===== src/rtl/qslerp_pkg.sv =====
// Shared types, constants and constant functions of the quaternion slerp core.
package qslerp_pkg;

    localparam int FRAC_BITS  = 14;
    localparam int TRIG_STEPS = 16;
    localparam int ISQ_STEPS  = FRAC_BITS + 1;
    localparam int DIV_STEPS  = FRAC_BITS + 1;
    localparam int QW         = 16;
    localparam int TW         = QW + 1;
    localparam int DOT_W      = 2 * QW + 2;
    localparam int CW         = 20;
    localparam int SQ_W       = 2 * FRAC_BITS + 1;
    localparam int ISQ_W      = 2 * ISQ_STEPS;
    localparam int NUM_W      = CW - 1 + FRAC_BITS;

    localparam logic [FRAC_BITS:0] ONE = {1'b1, {FRAC_BITS{1'b0}}};

    // back pipeline stage positions
    localparam int ST_SQ    = ISQ_STEPS;
    localparam int ST_ATAN  = ST_SQ + TRIG_STEPS;
    localparam int ST_SCALE = ST_ATAN + 1;
    localparam int ST_SIN   = ST_SCALE + TRIG_STEPS;
    localparam int ST_DP    = ST_SIN + 1;
    localparam int ST_DIV   = ST_DP + DIV_STEPS;
    localparam int ST_W     = ST_DIV + 1;
    localparam int ST_P     = ST_W + 1;
    localparam int ST_OUT   = ST_P + 1;

    localparam logic [31:0] ATAN_Q32 [11] = '{
        32'hC90FDAA2, 32'h76B19C16, 32'h3EB6EBF2, 32'h1FD5BA9B,
        32'h0FFAADDC, 32'h07FF556F, 32'h03FFEAAB, 32'h01FFFD55,
        32'h00FFFFAB, 32'h007FFFF5, 32'h003FFFFF
    };

    localparam logic [33:0] GAIN_Q32 = 34'd2608131496;

    function automatic logic signed [CW-1:0] atan_fb(input int i);
        logic [33:0] v;
        begin
            if (i < 11) begin
                v = {2'b00, ATAN_Q32[i]};
            end else begin
                v = 34'(1) << (32 - i);
            end
            return $signed(CW'((v + (34'(1) << (31 - FRAC_BITS))) >> (32 - FRAC_BITS)));
        end
    endfunction

    localparam logic signed [CW-1:0] GAIN_X0 =
        $signed(CW'((GAIN_Q32 + (34'(1) << (31 - FRAC_BITS))) >> (32 - FRAC_BITS)));

    typedef struct packed {
        logic [3:0][QW-1:0]     a;
        logic [3:0][TW-1:0]     t;
        logic [FRAC_BITS:0]     s;
        logic                   lin;
        logic [FRAC_BITS-1:0]   cos;
    } t_mid;

    typedef struct packed {
        logic [3:0][QW-1:0] r;
    } t_res;

endpackage


===== src/rtl/qslerp_front.sv =====
// Front end: dot product, shortest-path negation, cosine and weight-mode classification.
module qslerp_front (
    input  logic                           i_clk,
    input  logic                           i_rst_n,
    input  logic                           i_push,
    output logic                           o_full,
    input  logic [3:0][qslerp_pkg::QW-1:0] i_a,
    input  logic [3:0][qslerp_pkg::QW-1:0] i_b,
    input  logic [14:0]                    i_frac,
    input  logic [14:0]                    i_thr,
    output logic                           o_mid_push,
    output qslerp_pkg::t_mid               o_mid,
    input  logic                           i_mid_full
);
    import qslerp_pkg::*;

    localparam int CD_W = DOT_W - FRAC_BITS + 1;

    logic en;
    logic r_v1, r_v2, r_v3;
    logic [3:0][QW-1:0] r_a1, r_b1, r_a2, r_b2;
    logic [FRAC_BITS:0] r_s1, r_s2;
    logic signed [2*QW-1:0] r_p1 [4];
    logic signed [DOT_W-1:0] r_dot2, n_dot;
    t_mid r_m3, n_m3;
    logic neg;
    logic [DOT_W-1:0] absd;
    logic [DOT_W-FRAC_BITS-1:0] cosv;
    logic signed [CD_W-1:0] diff;
    logic signed [TW-1:0] bx;

    assign en         = !i_mid_full;
    assign o_full     = !en || !i_rst_n;
    assign o_mid_push = r_v3 && en;
    assign o_mid      = r_m3;

    always_ff @(posedge i_clk) begin
        if (!i_rst_n) begin
            r_v1 <= 1'b0;
            r_v2 <= 1'b0;
            r_v3 <= 1'b0;
        end else if (en) begin
            r_v1 <= i_push;
            r_v2 <= r_v1;
            r_v3 <= r_v2;
        end
    end

    always_comb begin
        n_dot = '0;
        for (int k = 0; k < 4; k++) begin
            n_dot = n_dot + DOT_W'(r_p1[k]);
        end
    end

    always_comb begin
        neg  = r_dot2[DOT_W-1];
        absd = neg ? DOT_W'(-r_dot2) : DOT_W'(r_dot2);
        cosv = absd[DOT_W-1:FRAC_BITS];
        diff = $signed(CD_W'(ONE)) - $signed(CD_W'(cosv));
        n_m3.a   = r_a2;
        n_m3.s   = r_s2;
        n_m3.lin = (diff <= $signed(CD_W'(i_thr)));
        n_m3.cos = cosv[FRAC_BITS-1:0];
        for (int k = 0; k < 4; k++) begin
            bx = TW'($signed(r_b2[k]));
            n_m3.t[k] = neg ? -bx : bx;
        end
    end

    always_ff @(posedge i_clk) begin
        if (en) begin
            for (int k = 0; k < 4; k++) begin
                r_p1[k] <= $signed(i_a[k]) * $signed(i_b[k]);
            end
            r_a1   <= i_a;
            r_b1   <= i_b;
            r_s1   <= (i_frac > ONE) ? ONE : i_frac;
            r_dot2 <= n_dot;
            r_a2   <= r_a1;
            r_b2   <= r_b1;
            r_s2   <= r_s1;
            r_m3   <= n_m3;
        end
    end

endmodule


===== config.mk =====
export PLATFORM = sky130hd
export DESIGN_NAME = qslerp_front
export DESIGN_NICKNAME = d
export VERILOG_FILES = /design/src/rtl/qslerp_pkg.sv /design/src/rtl/qslerp_front.sv
export SDC_FILE = /design/constraint.sdc
export NUM_CORES = 2
export LEC_CHECK = 0
export BUFFER_PORTS_ARGS = -buffer_cell sky130_fd_sc_hd__buf_2
export CORE_ASPECT_RATIO = 0.5
export CORE_MARGIN = 3
export CORE_UTILIZATION = 60
export CTS_CLUSTER_SIZE = 12
export DETAILED_ROUTE_END_ITERATION = 16
export GPL_TIMING_DRIVEN = 0
export PLACE_DENSITY = 0.78
export SYNTH_ARGS = -nofsm -noshare
export SYNTH_HDL_FRONTEND = slang
export SYNTH_SLANG_ARGS = --single-unit
export TNS_END_PERCENT = 1

===== constraint.sdc =====
create_clock -name i_clk -period 33.3 [get_ports i_clk]
set_input_delay 1.665 -clock i_clk [delete_from_list [all_inputs] [get_ports i_clk]]
set_output_delay 1.665 -clock i_clk [all_outputs]
set_load 0.005 [all_outputs]

==> Word level (Yosys, flattened, before mapping) <==
Memories as Yosys holds them, arrays and structs flattened.
Index checks and enable logic that the tools add are counted.
{ "op_classes": {"n_addsub": 9, "n_reduce_logical": 4, "muxes": 6, "mul": 4, "magnitude_cmp": 2} }
{ "op_table": {"columns": ["operator", "count"], "rows": [
  ["16-bit by 16-bit multiplier with 32-bit output", 4],
  ["17-bit two-way mux", 4],
  ["16-bit negator with 17-bit output", 4],
  ["33-bit by 32-bit adder with 34-bit output", 1],
  ["34-bit by 32-bit adder with 34-bit output", 1],
  ["34-bit two-way mux", 1],
  ["34-bit negator", 1],
  ["32-bit by 32-bit adder with 33-bit output", 1],
  ["21-bit by 16-bit less-or-equal comparator with 1-bit output", 1],
  ["15-bit by 20-bit subtractor with 21-bit output (first input constant)", 1],
  ["15-bit greater-than comparator (second input constant)", 1],
  ["1-bit logical NOT", 2],
  ["1-bit logical AND", 1],
  ["1-bit logical OR", 1],
  ["1-bit two-way mux", 1]
]} }
{ "totals": {"n_memories": 1, "mem_bits_rw": 128, "regBits": 485, "word_cells": 59, "inputBits": 162} }
{ "memory_table": {"columns": ["name", "depth", "width", "rd", "rd_clocked_by_memory_dff", "wr", "line_no", "source"], "rows": [
  ["r_p1", 4, 32, 4, 0, 4, "qslerp_front.sv:23", "logic signed [2*QW-1:0] r_p1 [4];"]
]} }

==> Longest topological paths before layout <==
{ "logic_depth": {"word_depth": 4, "depth_mapped": 24} }

==> Worst setup path before layout <==
OpenSTA, ideal clock, no wires.
{ "synth_timing": {"path_kind": "input to output", "startpoint": "input i_mid_full", "endpoint": "output o_full", "cell_stages": 3, "setup_slack_ns": 17.552, "t_required_ns": 31.635, "arrival_ns": 14.083, "path_buffers": 1, "path_cell_list": "clkbuf_1 inv_1 nand2_1"} }
{ "synth_between": {"elab_chain_cells": 1} }
{ "synth_lines": {"columns": ["element", "line_no", "source"], "rows": [
  ["from (decl)", "qslerp_front.sv:13", "input logic i_mid_full"],
  ["1-bit logical OR", "qslerp_front.sv:33", "assign o_full = !en || !i_rst_n;"],
  ["to (decl)", "qslerp_front.sv:6", "output logic o_full,"]
]} }
Every way passes these cells.

==> results by group <==
Die
  – Row Count: 83
  – Core box area: 103100 sq um
  – Die X: 463.2 microns
  – Initial cell density of the core: 60.80%
  – # IOs: 326
  – Die area: 108700 sq um
  – Die height: 234.6 microns

Global routing
  – First-pass GRT wire length: between 200 and 250 mm
  – Pin count of the biggest net entering global routing: 132
  – Gr usage total: 28.67%
  – Antenna violations before repair: 4
  – Global route total overflow: 0
  – Vias in the first global route: between 40000 and 50000

Placed design
  – Pre-CTS WS: around 24 ns
  – Area of placed instances: 66210 sq um
  – GP Congestion: 0.9774
  – Inst Count DP: 7298
  – I/O Buffers: about 320
  – Post-DP HPWL: 123.2 mm

Drt
  – Via/cell ratio: 5.527
  – Post-route DRC: 0
  – Via Count: slightly above 40000
  – DR pass1 iterations: 5
  – Antenna-violating nets left: 0
  – Initial DRC Count: 3340
  – Final WL: 151.0 mm
  – WL/cell: 20.43 microns

Timing
  – Tcrit/Tclk final: 25.29%
  – Slew HR: 14.60%
  – RSZ-0062 raised after global routing: no
  – Crit path time final: ~8.4 ns
  – Fin. Hold Viols: 0
  – Setup WS post-layout: 24.88 ns
  – Setup tns final: 0 ns
  – Final Max Tran Viols: 0
  – Worst slew pin tran: 1.281 ns
  – Fin Clk Skew: 0.04148 ns
  – Fmax: between 100 and 150 MHz
  – Final Setup Violations: 0

Worst setup path
  – Worst path cell trace: buf_2 > clkbuf_1 > nand2_1 > fa_1 > inv_1 > fa_1 > inv_1 > fa_1 > inv_1 > fa_1 > fa_1 > inv_1 > fa_1 > inv_1 > ha_1 > nand2_1 > nor3_1 > nand3_1 > o31ai_1 > a41oi_1 > o31a_1 > a21oi_1 > xor2_1
  – Most common cell on crit path: fa_1
  – CP Data Required Time: 33.69 ns
  – Startpoint Class: primary input
  – CP Class: primary input to flop
  – CP peak stage delay: 0.68 ns
  – Data arrival, critical path: 8.81 ns
  – CP Capture Type: flop
  – Crit-path slowest cell: o31ai_1
  – Crit Path Max Fanout: 10

Clock tree
  – Clock Sink Count: 613
  – Worst-Skew Late Latency: 0.68 ns
  – Hold-fix buffers, CTS: 0
  – Root buffer cell: clkbuf_16
  – Max clock buf depth: 3
  – Clk slew on worst S/H paths: 0.06 ns
  – Num CTS Buffers: 61
  – CTS tree: built
  – Post-CTS sizing: 0
  – Htree depth: 2
  – Post-CTS Setup Bufs: 0

Yosys
  – Top post-synthesis cells by area: fa_1 36%, edfxtp_1 29%, ha_1 7.6%
  – Cell variety after synth: 69
  – Post-synth top flop: edfxtp_1
  – Synth Register Bits: 613
  – Synth Net Count: 7223
  – Mapped Cells: ~5600
  – Top-count cell post-synth: inv_1
  – Sequential fraction of the synthesis area: 29.31%
  – Synth area leader: fa_1
  – Mapped Area: about 63000 sq um
  – Post-synth EDFFs: 610
  – Post-synth top area share: 35.53%
  – Async SR Flop Fraction: 0%
  – Mean Syn Cell Area: approximately 11 sq um
  – Yosys warnings: 0
  – Post-synth top cells: 1205 x inv_1, 1113 x fa_1, 610 x edfxtp_1

Cells and area
  – Final Net Count: 7616
  – Final instance area: roughly 68000 sq um
  – Layout area overhead: 8.554%
  – Share of cells above drive strength 1: 7.326%
  – Finished Layout Cells: 7395

Flow run
  – Max Cap Violations: 0

Run status
  – Status: finished, final reports clean

Min path
  – Hold Crit Class: flop to flop
[metal layers]
metal	global-route usage (%)	share of wire, %
met5	0	0
met2	46.08	47
met3	6.800	9.5
met1	38.88	40
met4	9.791	3.7
[state kept, by name, summed over array words and instances, names as in the netlist]
name    cells
r_b2       48
r_dot2     34
r_b1       64
r_v3        1
r_a1       64
r_p1      128
r_v1        1
r_v2        1
r_s1       15
n_m3       64
bx         16
r_s2       15
o_mid     162
[layout make-up]
class / instances / area (sq um)
multi-input combinational: 3605 / 39260
fill: 7842 / 35060
sequential: 613 / 18380
inverter: 1205 / 4531
timing repair buffer: 330 / 1762
tap: 1402 / 1754
clock buffer: 79 / 1624
buffer: 144 / 546.8
clock inverter: 16 / 209.0
antenna: 1 / 2.502
[placed cells by master, fill, tap and decap left out, types with 48 or more instances in the layout]
| cell | Yosys | routed |
|---|---|---|
| inv_1 | 1205 | 1204 |
| fa_1 | 1113 | 1113 |
| edfxtp_1 | 610 | 610 |
| nand2_1 | 558 | 558 |
| and2_1 | 505 | 505 |
| ha_1 | 381 | 381 |
| buf_2 | 1 | 325 |
| xnor2_1 | 210 | 210 |
| clkbuf_1 | 141 | 152 |
| nor2_1 | 146 | 146 |
| a21oi_1 | 112 | 112 |
| o21ai_0 | 82 | 82 |
| a21o_1 | 64 | 64 |
| clkbuf_16 | 0 | 61 |
| xor2_1 | 48 | 48 |
[metrics by stage]
stage,util (%),hold slack [ns]
after CTS,65.99,0.4088
final,66.01,0.4104
after detailed placement,64.21,0.4045
after floorplan,-,0.4003
after global placement,64.08,0.4003
after global routing,66.00,0.4179
[kinds of logic after synthesis]
| family | count (synthesis) | synth area share (%) |
|---|---|---|
| AOI/OAI and AO/OA | 418 | 4.306 |
| adders and majority gates | 1494 | 43.14 |
| xor gates and xnor gates | 259 | 3.630 |
| DFF | 613 | 29.31 |
| muxes | 9 | 0.1536 |
| and+or+nand+nor | 1425 | 11.39 |
| buffers and inverters | 1349 | 8.078 |
[critical path, delay by kind of cell]
family / cells / cell delay, ns
adders and majority gates: 7 / 3.32
buffers and inverters: 7 / 1.05
and+or+nand+nor: 4 / 0.63
AOI/OAI and AO/OA: 4 / 1.66
xor gates and xnor gates: 1 / 0.48
[path summary, 6_finish.rpt]
check	start	to	slack, ns	cells past startpoint
max reg2reg	r_dot2[33]	o_mid[14]	28.55	18
min	n_m3[124]	o_mid[124]	0.41	0
min reg2reg	n_m3[124]	o_mid[124]	0.41	0
max	i_a[22]	r_p1[1][28]	24.88	23
Power is left out: the tool's default activity adds up to more than one toggle a clock period on the data nets, which glitch-free logic cannot reach.
