[src/rtl/qslerp_fifo.sv]
// Small register queue with push/full and pop/empty sides.
module qslerp_fifo #(
    parameter int W     = 8,
    parameter int DEPTH = 4
) (
    input  logic         i_clk,
    input  logic         i_rst_n,
    input  logic         i_push,
    input  logic [W-1:0] i_data,
    output logic         o_full,
    input  logic         i_pop,
    output logic [W-1:0] o_data,
    output logic         o_empty
);
    localparam int AW = $clog2(DEPTH);

    logic [W-1:0] r_mem [DEPTH];
    logic [AW-1:0] r_wr, r_rd;
    logic [AW:0] r_cnt;
    logic wr, rd;

    assign o_full  = (r_cnt == (AW+1)'(DEPTH));
    assign o_empty = (r_cnt == '0);
    assign wr      = i_push && !o_full;
    assign rd      = i_pop && !o_empty;
    assign o_data  = r_mem[r_rd];

    always_ff @(posedge i_clk) begin
        if (!i_rst_n) begin
            r_wr  <= '0;
            r_rd  <= '0;
            r_cnt <= '0;
        end else begin
            if (wr) r_wr <= r_wr + AW'(1);
            if (rd) r_rd <= r_rd + AW'(1);
            if (wr && !rd) r_cnt <= r_cnt + (AW+1)'(1);
            else if (rd && !wr) r_cnt <= r_cnt - (AW+1)'(1);
        end
    end

    always_ff @(posedge i_clk) begin
        if (wr) r_mem[r_wr] <= i_data;
    end

    a_cnt_bound: assert property (@(posedge i_clk) disable iff (!i_rst_n)
        r_cnt <= (AW+1)'(DEPTH)) else $error("queue count overflow");
    a_cnt_inc: assert property (@(posedge i_clk) disable iff (!i_rst_n)
        wr && !rd |=> r_cnt == $past(r_cnt) + (AW+1)'(1)) else $error("queue count slip");
    a_head: assert property (@(posedge i_clk) disable iff (!i_rst_n)
        wr && o_empty |=> o_data == $past(i_data)) else $error("queue head mismatch");

endmodule

[config.mk]
export PLATFORM = sky130hd
export DESIGN_NAME = qslerp_fifo
export DESIGN_NICKNAME = d
export VERILOG_FILES = /design/src/rtl/qslerp_fifo.sv
export SDC_FILE = /design/constraint.sdc
export NUM_CORES = 1
export LEC_CHECK = 0
export BUFFER_PORTS_ARGS = -buffer_cell sky130_fd_sc_hd__buf_4
export CAP_MARGIN = 20
export CORE_ASPECT_RATIO = 0.7
export CORE_UTILIZATION = 53
export CTS_BUF_LIST = sky130_fd_sc_hd__clkbuf_4
export DETAILED_ROUTE_END_ITERATION = 10
export HOLD_SLACK_MARGIN = 0.05
export PLACE_DENSITY = 0.88
export REMOVE_ABC_BUFFERS = 1
export SYNTH_ARGS = -nofsm -noshare
export SYNTH_HDL_FRONTEND = slang
export SYNTH_SLANG_ARGS = --single-unit
export TNS_END_PERCENT = 10
[constraint.sdc]
create_clock -name i_clk -period 1.9 [get_ports i_clk]
set_input_delay 0.095 -clock i_clk [delete_from_list [all_inputs] [get_ports i_clk]]
set_output_delay 0.095 -clock i_clk [all_outputs]
set_load 0.02 [all_outputs]
## Yosys cells after proc, flatten, opt, wreduce, memory -nomap -nowiden

Memory sizes are Yosys's and may differ from the RTL's. A register that Yosys moved wholly into a read port is not among the register bits.
Index checks and enable logic that the tools add are counted.

- Bits of input ports: 12
- Output and inout port bits: 10
- Memory bits (writable): 32
- Logic and storage cells: 25
- Flip-flop bits (word level): 7
- Memories kept: 1

- Muxes and demuxes: 6
- Equality and inequality tests: 1
- Add/sub/neg operators: 4
- Reductions and logical operators: 10

Memory list:

| memory | depth | bits a word | read ports | clocked after Yosys merged registers in | write ports | line | RTL |
|---|---|---|---|---|---|---|---|
| r_mem | 4 | 8 | 1 | 1 | 1 | 17 | `logic [W-1:0] r_mem [DEPTH];` |

Operators by type and width:

| kind | count |
|---|---|
| 3-bit two-way mux | 2 |
| 2-bit by 1-bit adder with 2-bit output, second input constant | 2 |
| 1-bit logical AND | 4 |
| 1-bit logical NOT | 4 |
| 2-bit two-way mux | 2 |
| 3-bit by 1-bit adder with 3-bit output, second input constant | 1 |
| 3-bit == test, second input constant | 1 |
| 3-bit logical NOT | 1 |
| 3-bit by 1-bit subtractor with 3-bit output, second input constant | 1 |
| 1-bit two-way mux | 2 |
| 2-bit nonzero test | 1 |

## Longest topological paths before layout

Gate-level depths: netlist of run 1.

- Depth in word-level cells: 7
- Mapped depth: 9
- Gate-level depth less buffers: 8

## Least setup slack after synthesis of run 1

No wires, ideal clock.

- Kind: register to register
- Start point: register r_cnt[0]
- End point: register r_cnt[2]
- Required time: 1830 ps
- Slack: -170 ps
- Cell stages (with the launch flop): 10
- Arrival: 2000 ps
- Cells stage by stage: dfxtp_1 -> nor3b_2 -> nor2b_1 -> buf_6 -> ha_1 -> inv_1 -> fa_1 -> xor2_1 -> or3_1 -> a21boi_1

- Longest elaborated chain between the ends: 6

Ends and longest elaborated chain:

| item | line | RTL |
|---|---|---|
| start: declaration | 19 | `logic [AW:0] r_cnt;` |
| start signal: assignment | 36 | `if (wr && !rd) r_cnt <= r_cnt + (AW+1)'(1);` |
| start signal: assignment | 37 | `else if (rd && !wr) r_cnt <= r_cnt - (AW+1)'(1);` |
| 3-bit == test * | 22 | `assign o_full = (r_cnt == (AW+1)'(DEPTH));` |
| named net o_full | 10 | `output logic o_full,` |
| 1-bit logical NOT * | 24 | `assign wr = i_push && !o_full;` |
| 1-bit logical AND * | 24 |  |
| named net wr | 20 | `logic wr, rd;` |
| 1-bit logical NOT | 37 |  |
| 1-bit logical AND | 37 |  |
| 2-bit nonzero test (no source line) | - |  |

Mark *: on every way through the listed nets, which the timed path passes. The rest lies on a longest branch. The select of a mux whose other input is x is not followed.
A chain may end at the register's enable or synchronous reset.

## Worst setup path in the final report of run 1

- Start point: register r_cnt[0]
- End point: register r_cnt[2]

- Longest elaborated chain between the ends: 6

Ends and longest elaborated chain:

| item |
|---|
| branches (longest 6 deep; another with 3-bit by 1-bit subtractor with 3-bit output) |

Several ways; the timed one is not identified. The select of a mux whose other input is x is not followed.

==> impl_metrics.csv, run 1 <==
group,metric,value,unit
clocking,cts_root_buffer,"clkbuf_4",
pwr,peakVddDrop,0.7444,mV
critical_path,arrival,2210,ps
clocking,clkSinkCount,41,
logic_synthesis,ys_types,23,
logic_synthesis,ys_warn_count,0,
sta,period_needed,1934,ps
logic_synthesis,syn_area,1639,µm²
logic_synthesis,synth_seq_cells,41,
logic_synthesis,syn_inst,90,
clocking,ctsHtreeMaxLevel,2,
placed_design,place_inst,152,
logic_synthesis,synth.avg_cell_area,18.21,µm²
critical_path,worst-path-stages,7,
finish,fill_cells,185,
route,drc,0,
floorplan,rows,16,
sta,skew,11.04,ps
outcome,status,"finished with violations",
critical_path,crit_path_end,"r_cnt[2]",
min_path,hold_path_class,"input port to flop",
clocking,clk_path_buf_depth,2,
route,first_pass_iters,4,
critical_path,crit_family,"adder cells",
sta,worst_slew_pin_slew,451.4,ps
critical_path,r2r_slack,-30,ps
finish,nets,151,
grt,overflow,0,
sta,setup_viol,1,
logic_synthesis,ys_seq_area_frac,0.6962,
outcome,violations,"negative setup slack",
route,drt_iter0_drc,53,
finish,area_growth,26.11,%
critical_path,regToRegStartpoint,"r_cnt[0]",
critical_path,crit_slowest_cell,"dfxtp_2",
route,wire_per_inst,16.58,µm
grt,antenna_found_initial,0,
placed_design,place.gp.congestion,0.7758,
route,via_count,895,
floorplan,design.core.area,2863,µm²
placed_design,place_hpwl,1981,µm
critical_path,cpPeakStageDelay,380,ps
critical_path,cp-end-kind,"flop",
clocking,clk_latency,350,ps
critical_path,start_kind,"flop",
floorplan,die_x,68.47,µm
floorplan,die_h,48.53,µm
clocking,cts_tree,"built",
critical_path,crit_type,"flop to flop",
route,ant_nets,0,
critical_path,crit_fanout,5,
logic_synthesis,synth_edf_count,32,
pwr,powerDensity,1251,nW/µm²
finish,n_antenna_cell,0,
critical_path,worstReg2RegEnd,"r_cnt[2]",
critical_path,path_cells,"o31ai_2, ha_2, inv_1, fa_2, xor2_1, or3_1, a21boi_1",
sta,finalMaxSlewViolations,0,
pwr,p_leak,0.7667,nW
sta,fin_tns_setup,-33.77,ps
sta,max_freq,517.1,MHz
floorplan,die-area,3322,µm²
critical_path,ff2ff_path_depth,7,
grt,grt.total_usage,0.2093,
floorplan,initial_core_util,0.5726,
grt,grt_pass1_wl,4698,µm
sta,fin_ws,-33.77,ps
route,drt-vias-per-instance,5.265,
grt,grt_max_degree,14,
sta,hold_viol,0,
finish,fin_cells,170,
critical_path,cp.buffers_inverters,1,
logic_synthesis,synthArstFlopShare,0,
critical_path,crit_required,2180,ps
sta,slew_headroom,0.6991,
job,max_cap_violations,0,
placed_design,port_buffers,21,
critical_path,startpoint,"r_cnt[0]",
logic_synthesis,ys.flop_type,"edfxtp_1",
finish,drive_gt1_frac,0.3955,
sta,holdWs,225.8,ps
sta,finalCritPeriodShare,1.018,
clocking,cts_made_buffers,5,
sta,grt_setup_unrepaired,"true",
route,drt-total-wl,2818,µm
floorplan,io_pins,22,
clocking,clk_pin_slew,120,ps
pwr,total_power,2.586,mW
grt,grt_pass1_vias,960,
==> flip-flops by register name (all words and copies together) (netlist names), named ones only <==
| signal | cells |
|---|---|
| r_cnt | 3 |
| r_wr | 2 |
| r_mem | 32 |
| r_rd | 2 |
==> worst register-to-register path, delay by kind of cell, from the launching register on <==
kind | cells | cell delay (ps)
XOR/XNOR | 1 | 150
buffers and inverters | 1 | 50
AO/OA/AOI/OAI | 2 | 410
flip-flops | 1 | 380
adder cells (fa/ha/maj) | 2 | 560
AND/OR/NAND/NOR | 1 | 320
==> what timing repair did <==
item	in CTS	in global routing
pin swaps	1	1
buffers inserted	1	0
setup endpoints to repair	1	1
gates resized for setup	4	2
hold buffers	9	0
endpoints found under the hold margin	41	0
==> worst min path at each step <==
stage,start,end,depth (start not counted)
final,i_pop,r_rd[1],4
after global routing,i_pop,r_rd[1],4
after CTS,i_pop,r_rd[1],4
after detailed placement,i_data[0],r_mem[3][0],1
after global placement,i_data[1],r_mem[0][1],1
after floorplan,i_data[0],r_mem[0][0],0
==> kinds of logic (layout without fill, tap and decap cells) <==
logic type,count (synthesis),in the layout,share of synthesized area
flops,41,41,0.6962
xor+xnor,4,4,0.02138
simple gates,17,17,0.06183
compound gates,4,4,0.02061
fa+ha+maj,6,6,0.05038
buf+inv,7,51,0.02137
mux,11,11,0.1282
==> routing by layer <==
metal / vias to the layer above / wire, µm / track usage / share of wire
met5: - / 0 / 0 / 0
met4: 0 / 30 / 0.08333 / 0.011
met3: 4 / 124 / 0.08491 / 0.044
met2: 27 / 1474 / 0.3399 / 0.52
met1: 440 / 1189 / 0.2431 / 0.42
li1: 424 / - / - / -
==> cells in the final DEF, fill, tap and decap left out, drive strengths merged, types with 2 or more instances in the layout <==
master       Yosys  routed
dfxtp            9       9
buf              3      31
clkbuf           1       5
ha               5       5
nand2            4       4
clkinv           0       3
nor2b            2       2
mux2i            3       3
dlygate4sd3      0       9
inv              3       3
xnor2            3       3
and2             8       8
mux4             8       8
edfxtp          32      32
==> power breakdown <==
group | switching, mW | total [mW] | internal, mW
combinational | 0.434 | 0.957 | 0.522
sequential | 0.0989 | 1.21 | 1.11
clock | 0.284 | 0.425 | 0.140
==> cell usage after synthesis, drive strengths merged (2+ instances only) <==
library cell  count  area, µm²
and2              8      50.05
buf               3      20.01
dfxtp             9      180.2
edfxtp           32      960.9
ha                5      62.56
inv               3      11.26
mux2i             3      30.03
mux4              8      180.2
nand2             4      15.01
nor2b             2      12.51
xnor2             3      26.28
==> layout make-up <==
class / count / area [µm²] / share of cell area
Clock buffer: 5 / 37.54 / 0.01816
Clock inverter: 3 / 17.52 / 0.008475
Inverter: 3 / 11.26 / 0.005448
Tap cell: 36 / 45.04 / 0.02179
Multi-Input combinational cell: 42 / 476.7 / 0.2306
Timing Repair Buffer: 40 / 335.3 / 0.1622
Sequential cell: 41 / 1144 / 0.5533
==> stage by stage <==
step	worst slack (ps)	util	area, µm²
finish	-33.77	0.7220	2067
global route	-139.9	0.7220	2067
CTS	-55.66	0.7190	2058
detailed placement	-103.1	0.6630	1898
global placement	34.08	0.6630	1898
floorplan	-296.3	-	1615
No activity file was read; power rests on OpenSTA's default activity.
==> inputs of run 2 (changes only) <==
Settings changed: BUFFER_PORTS_ARGS -buffer_cell sky130_fd_sc_hd__buf_4 to unset, CAP_MARGIN 20 to 25, CORE_UTILIZATION 53 to 58, DONT_BUFFER_PORTS set to 1, PLACE_DENSITY 0.88 to 0.87.
==> impl_metrics.csv, run 2 (same netlist as run 1, synthesis figures left out) <==
group,metric,value,unit
floorplan,die_x,65.54,µm
sta,slew_headroom,0.5749,
placed_design,place_area,1710,µm²
floorplan,design.core.area,2571,µm²
floorplan,rows,15,
clocking,ctsHtreeMaxLevel,2,
critical_path,crit_required,2160,ps
pwr,total_power,2.661,mW
floorplan,io_pins,22,
route,drt-vias-per-instance,5.750,
route,drt_iter0_drc,37,
finish,top_register,"r_mem",
clocking,cts_root_buffer,"clkbuf_4",
sta,worst_slew_pin_slew,632.8,ps
sta,fin_ws,-165.0,ps
clocking,clkSinkCount,41,
sta,finalMaxSlewViolations,0,
sta,period_needed,2065,ps
critical_path,arrival,2320,ps
critical_path,crit_type,"flop to flop",
pwr,p_leak,0.7215,nW
finish,nets,139,
pwr,powerDensity,1313,nW/µm²
pwr,peakVddDrop,0.9241,mV
sta,hold_viol,0,
route,first_pass_iters,4,
sta,max_freq,484.3,MHz
finish,fill_cells,126,
outcome,status,"finished with violations",
clocking,clk_latency,330,ps
critical_path,cp-end-kind,"flop",
critical_path,start_kind,"flop",
grt,antenna_found_initial,0,
route,drt-total-wl,3328,µm
grt,grt_pass1_wl,4595,µm
finish,area_growth,23.66,%
placed_design,place_hpwl,1875,µm
route,drc,0,
sta,holdWs,249.6,ps
job,max_cap_violations,0,
finish,mostFrequentLayoutCell,"edfxtp_1",
finish,largest_reg_flops,32,
placed_design,port_buffers,0,
grt,grt_pass1_vias,900,
clocking,cts_made_buffers,5,
route,via_count,897,
placed_design,place.gp.congestion,0.7207,
min_path,hold_path_class,"input port to flop",
sta,skew,10.18,ps
sta,finalCritPeriodShare,1.087,
critical_path,crit_fanout,5,
finish,mostFrequentLayoutCells,"edfxtp_1 (32), dlygate4sd3_1 (15), buf_4 (13)",
finish,final_cell_area,2027,µm²
floorplan,die_h,46.48,µm
floorplan,initial_core_util,0.6375,
grt,grt.total_usage,0.2374,
clocking,clk_path_buf_depth,2,
route,ant_nets,0,
finish,n_antenna_cell,0,
floorplan,die-area,3046,µm²
clocking,clk_pin_slew,120,ps
clocking,cts_tree,"built",
grt,grt_max_degree,13,
finish,reg_top3,"r_mem: 32 flops, r_cnt: 3 flops",
sta,setup_viol,1,
outcome,violations,"negative setup slack",
route,wire_per_inst,21.33,µm
sta,grt_setup_unrepaired,"true",
finish,final_core_util,0.7883,
finish,drive_gt1_frac,0.3361,
grt,overflow,0,
-- run 2: changes by cell type in the layout (fill, tap and decap cells not counted), sizes merged --
| cell | previous run | this run |
|---|---|---|
| buf | 31 | 13 |
| dlygate4sd3 | 9 | 15 |
| bufinv | 0 | 1 |
| clkinv | 3 | 1 |
| clkbuf | 5 | 6 |
-- run 2: what timing repair did --
| item | in CTS | in global routing |
|---|---|---|
| hold endpoints to repair | 41 | 0 |
| gates resized for setup | 11 | 7 |
| endpoints found under the setup margin | 1 | 33 |
| setup buffers | 6 | 0 |
| pin swaps | 1 | 0 |
| hold buffers | 15 | 0 |
| cloned | 0 | 0 |
-- run 2: critical path, stage by stage, from the launching register on --
cell and delay (ps):
dfxtp_4 390, nor3b_4 160, nor2b_2 160, ha_2 210, inv_1 60, fa_2 340
xor2_1 180, or3_1 340, a21boi_2 160
-- run 2: stage by stage --
stage / std cells / TNS [ps] / worst slack (ps)
3_3_place_gp: 127 / 0 / 17.31
3_5_place_dp: 127 / -137.3 / -137.3
4_1_cts: 156 / -71.12 / -71.12
5_1_grt: 156 / -221.2 / -221.2
2_1_floorplan: 86 / -344.7 / -296.3
6_report: 156 / -165.0 / -165.0
-- run 2: per-layer routing --
metal  GRT usage  vias up  wire [µm]
li1            -      404          -
met5           0        -          0
met1      0.2678      463       1344
met3     0.08168        2        150
met4     0.06957        0          8
met2      0.4371       28       1824
-- run 2: worst paths after layout --
path / start / to / slack [ps] / depth (start not counted)
max: r_cnt[2] / r_cnt[2] / -170 / 8
min: i_pop / r_cnt[2] / 250 / 4
max reg2reg: r_cnt[2] / r_cnt[2] / -170 / 8
min reg2reg: r_cnt[2] / r_cnt[2] / 610 / 2
-- run 2: power breakdown --
| part | internal, mW | total, mW | switching, mW |
|---|---|---|---|
| sequential | 1.11 | 1.22 | 0.110 |
| clock | 0.288 | 0.544 | 0.256 |
| combinational | 0.437 | 0.898 | 0.461 |
-- run 2: cell type report --
| class | count | area, µm² | area share |
|---|---|---|---|
| sequential | 41 | 1147 | 0.5661 |
| multi-input combinational | 42 | 499.2 | 0.2463 |
| timing repair buffer | 28 | 247.7 | 0.1222 |
| clock buffer | 6 | 45.04 | 0.02222 |
| tap | 34 | 42.54 | 0.02099 |
| clock inverter | 2 | 33.78 | 0.01667 |
| inverter | 3 | 11.26 | 0.005556 |
==> inputs of run 3 (changes only) <==
Settings changed: CORE_UTILIZATION 58 to 64, PLACE_DENSITY 0.87 to 0.91.
Clock period 1.9 ns to 2.1 ns, I/O delays scaled along.
==> impl_metrics.csv, run 3 (same netlist as run 1, synthesis figures left out) <==
group,metric,value,unit
clocking,clk_path_buf_depth,2,
route,drt-total-wl,3110,µm
pwr,comb_power_share,0.296,
pwr,sequentialPowerShare,0.486,
outcome,status,"finished clean",
placed_design,port_buffers,0,
sta,worst_slew_pin_slew,663.6,ps
grt,grt_pass1_wl,4961,µm
sta,period_needed,2070,ps
min_path,worstHoldPathCells,3,
min_path,hold_path_class,"input port to flop",
sta,setup_viol,0,
finish,fill_cells,103,
grt,antenna_found_initial,0,
pwr,clock_power_share,0.217,
placed_design,place.gp.congestion,0.7511,
finish,drive_gt1_frac,0.2857,
grt,overflow,0,
route,wire_per_inst,21.60,µm
clocking,cts_tree,"built",
sta,slew_headroom,0.5542,
critical_path,crit_type,"flop to flop",
grt,met3_usage,0.08247,
route,via_count,882,
clocking,cts_root_buffer,"clkbuf_4",
sta,finalCritPeriodShare,0.9855,
critical_path,start_kind,"flop",
route,ant_nets,0,
finish,mostFrequentLayoutCell,"edfxtp_1",
placed_design,place_hpwl,2044,µm
route,drt_iter0_drc,41,
clocking,clk_pin_slew,120,ps
sta,skew,10.95,ps
finish,n_antenna_cell,0,
critical_path,crit_slowest_cell,"dfxtp_1",
clocking,ctsHtreeMaxLevel,2,
grt,grt_most_used_layer,"met2",
clocking,clkSinkCount,41,
critical_path,crit_required,2370,ps
pwr,powerDensity,1207,nW/µm²
critical_path,path_cells,"nor3b_2, nor2b_2, ha_2, inv_1, fa_2, xor2_1, or3_1, a21boi_2",
finish,reg_top3,"r_mem: 32 flops, r_cnt: 3 flops",
critical_path,crit_fanout,3,
route,drt-vias-per-instance,6.125,
floorplan,initial_core_util,0.7198,
critical_path,cp-end-kind,"flop",
placed_design,pre_cts_ws,-4.844,ps
pwr,p_sw,0.7339,mW
floorplan,rows,14,
critical_path,cpPeakStageDelay,460,ps
sta,fin_ws,30.43,ps
clocking,cts_made_buffers,5,
floorplan,design.core.area,2277,µm²
sta,finalMaxSlewViolations,0,
floorplan,die_h,44.34,µm
finish,seq_area,1146,µm²
pwr,peakVddDrop,0.9025,mV
pwr,netSwitchingFraction,0.3172,
pwr,total_power,2.314,mW
finish,nets,129,
finish,area_growth,16.95,%
floorplan,die_x,62.49,µm
critical_path,ff2ff_path_depth,8,
floorplan,io_pins,22,
route,drc,0,
sta,max_freq,483.2,MHz
grt,grt_max_degree,13,
route,first_pass_iters,4,
grt,grt.total_usage,0.2619,
finish,top_register,"r_mem",
pwr,p_leak,0.6683,nW
finish,multi_input_area,483.0,µm²
finish,mostFrequentLayoutCells,"edfxtp_1 (32), dlygate4sd3_1 (9), buf_4 (9)",
job,max_cap_violations,0,
grt,grt_util_met2,0.4522,
pwr,power.internal,1.580,mW
grt,grt_util_met1,0.3150,
sta,hold_viol,0,
finish,largest_reg_flops,32,
clocking,clk_latency,350,ps
grt,grt_pass1_vias,904,
critical_path,arrival,2340,ps
floorplan,die-area,2771,µm²
-- run 3: cell types whose count changed in the layout (fill, tap and decap cells not counted), moves of 4 or more --
cell           change
and2_1             +4
buf_4              -4
dlygate4sd3_1      -6
and2_4             -4
-- run 3: metal layers --
metal / vias up / part of all wire
met1: 434 / 0.36
met2: 54 / 0.52
met5: - / 0
met4: 0 / 0.040
met3: 12 / 0.083
li1: 382 / -
-- run 3: area by class of cell --
cell class / count / area share
sequential: 41 / 0.5979
multi-input combinational: 42 / 0.2520
timing repair buffer: 18 / 0.08225
clock buffer: 6 / 0.02350
tap: 32 / 0.02089
clock inverter: 2 / 0.01762
inverter: 3 / 0.005875
-- run 3: power by group through the flow --
stage	logic (mW)	registers, mW	clock network [mW]
after floorplan	0.461	1.11	0
after global placement	0.551	1.12	0
after detailed placement	0.603	1.13	0
after CTS	0.653	1.12	0.494
after global routing	0.723	1.14	0.540
final	0.686	1.12	0.503
-- run 3: through the flow --
step / TNS, ps / utilization / hold slack [ps] / std cells / cell area [µm²]
after global placement: 0 / 0.7401 / 204.0 / 122 / 1685
after CTS: 0 / 0.8335 / 103.5 / 143 / 1898
final: 0 / 0.8418 / 118.9 / 144 / 1917
after floorplan: -96.31 / - / 203.9 / 86 / 1615
after global routing: -57.85 / 0.8418 / 126.0 / 144 / 1917
after detailed placement: -4.844 / 0.7401 / 204.0 / 122 / 1685
-- run 3: critical path, delay by kind of cell, from the launching register on --
family / cells / cell delay, ps
xor gates and xnor gates: 1 / 180
adders and majority gates: 2 / 550
buffers and inverters: 1 / 60
AOI/OAI and AO/OA: 1 / 150
DFF: 1 / 460
and+or+nand+nor: 3 / 610
-- run 3: timing repair --
action / CTS / global route
endpoints found under the hold margin: 41 / 0
pin swaps: 1 / 2
endpoints found under the setup margin: 1 / 9
hold buffers: 9 / 0
resized for setup: 4 / 4
setup buffers: 4 / 1
-- run 3: final timing paths --
path | from | to | slack [ps]
max reg2reg | r_cnt[1] | r_cnt[2] | 30
min reg2reg | r_wr[0] | r_wr[0] | 510
min | i_pop | flop | 120
max | r_cnt[1] | r_cnt[2] | 30
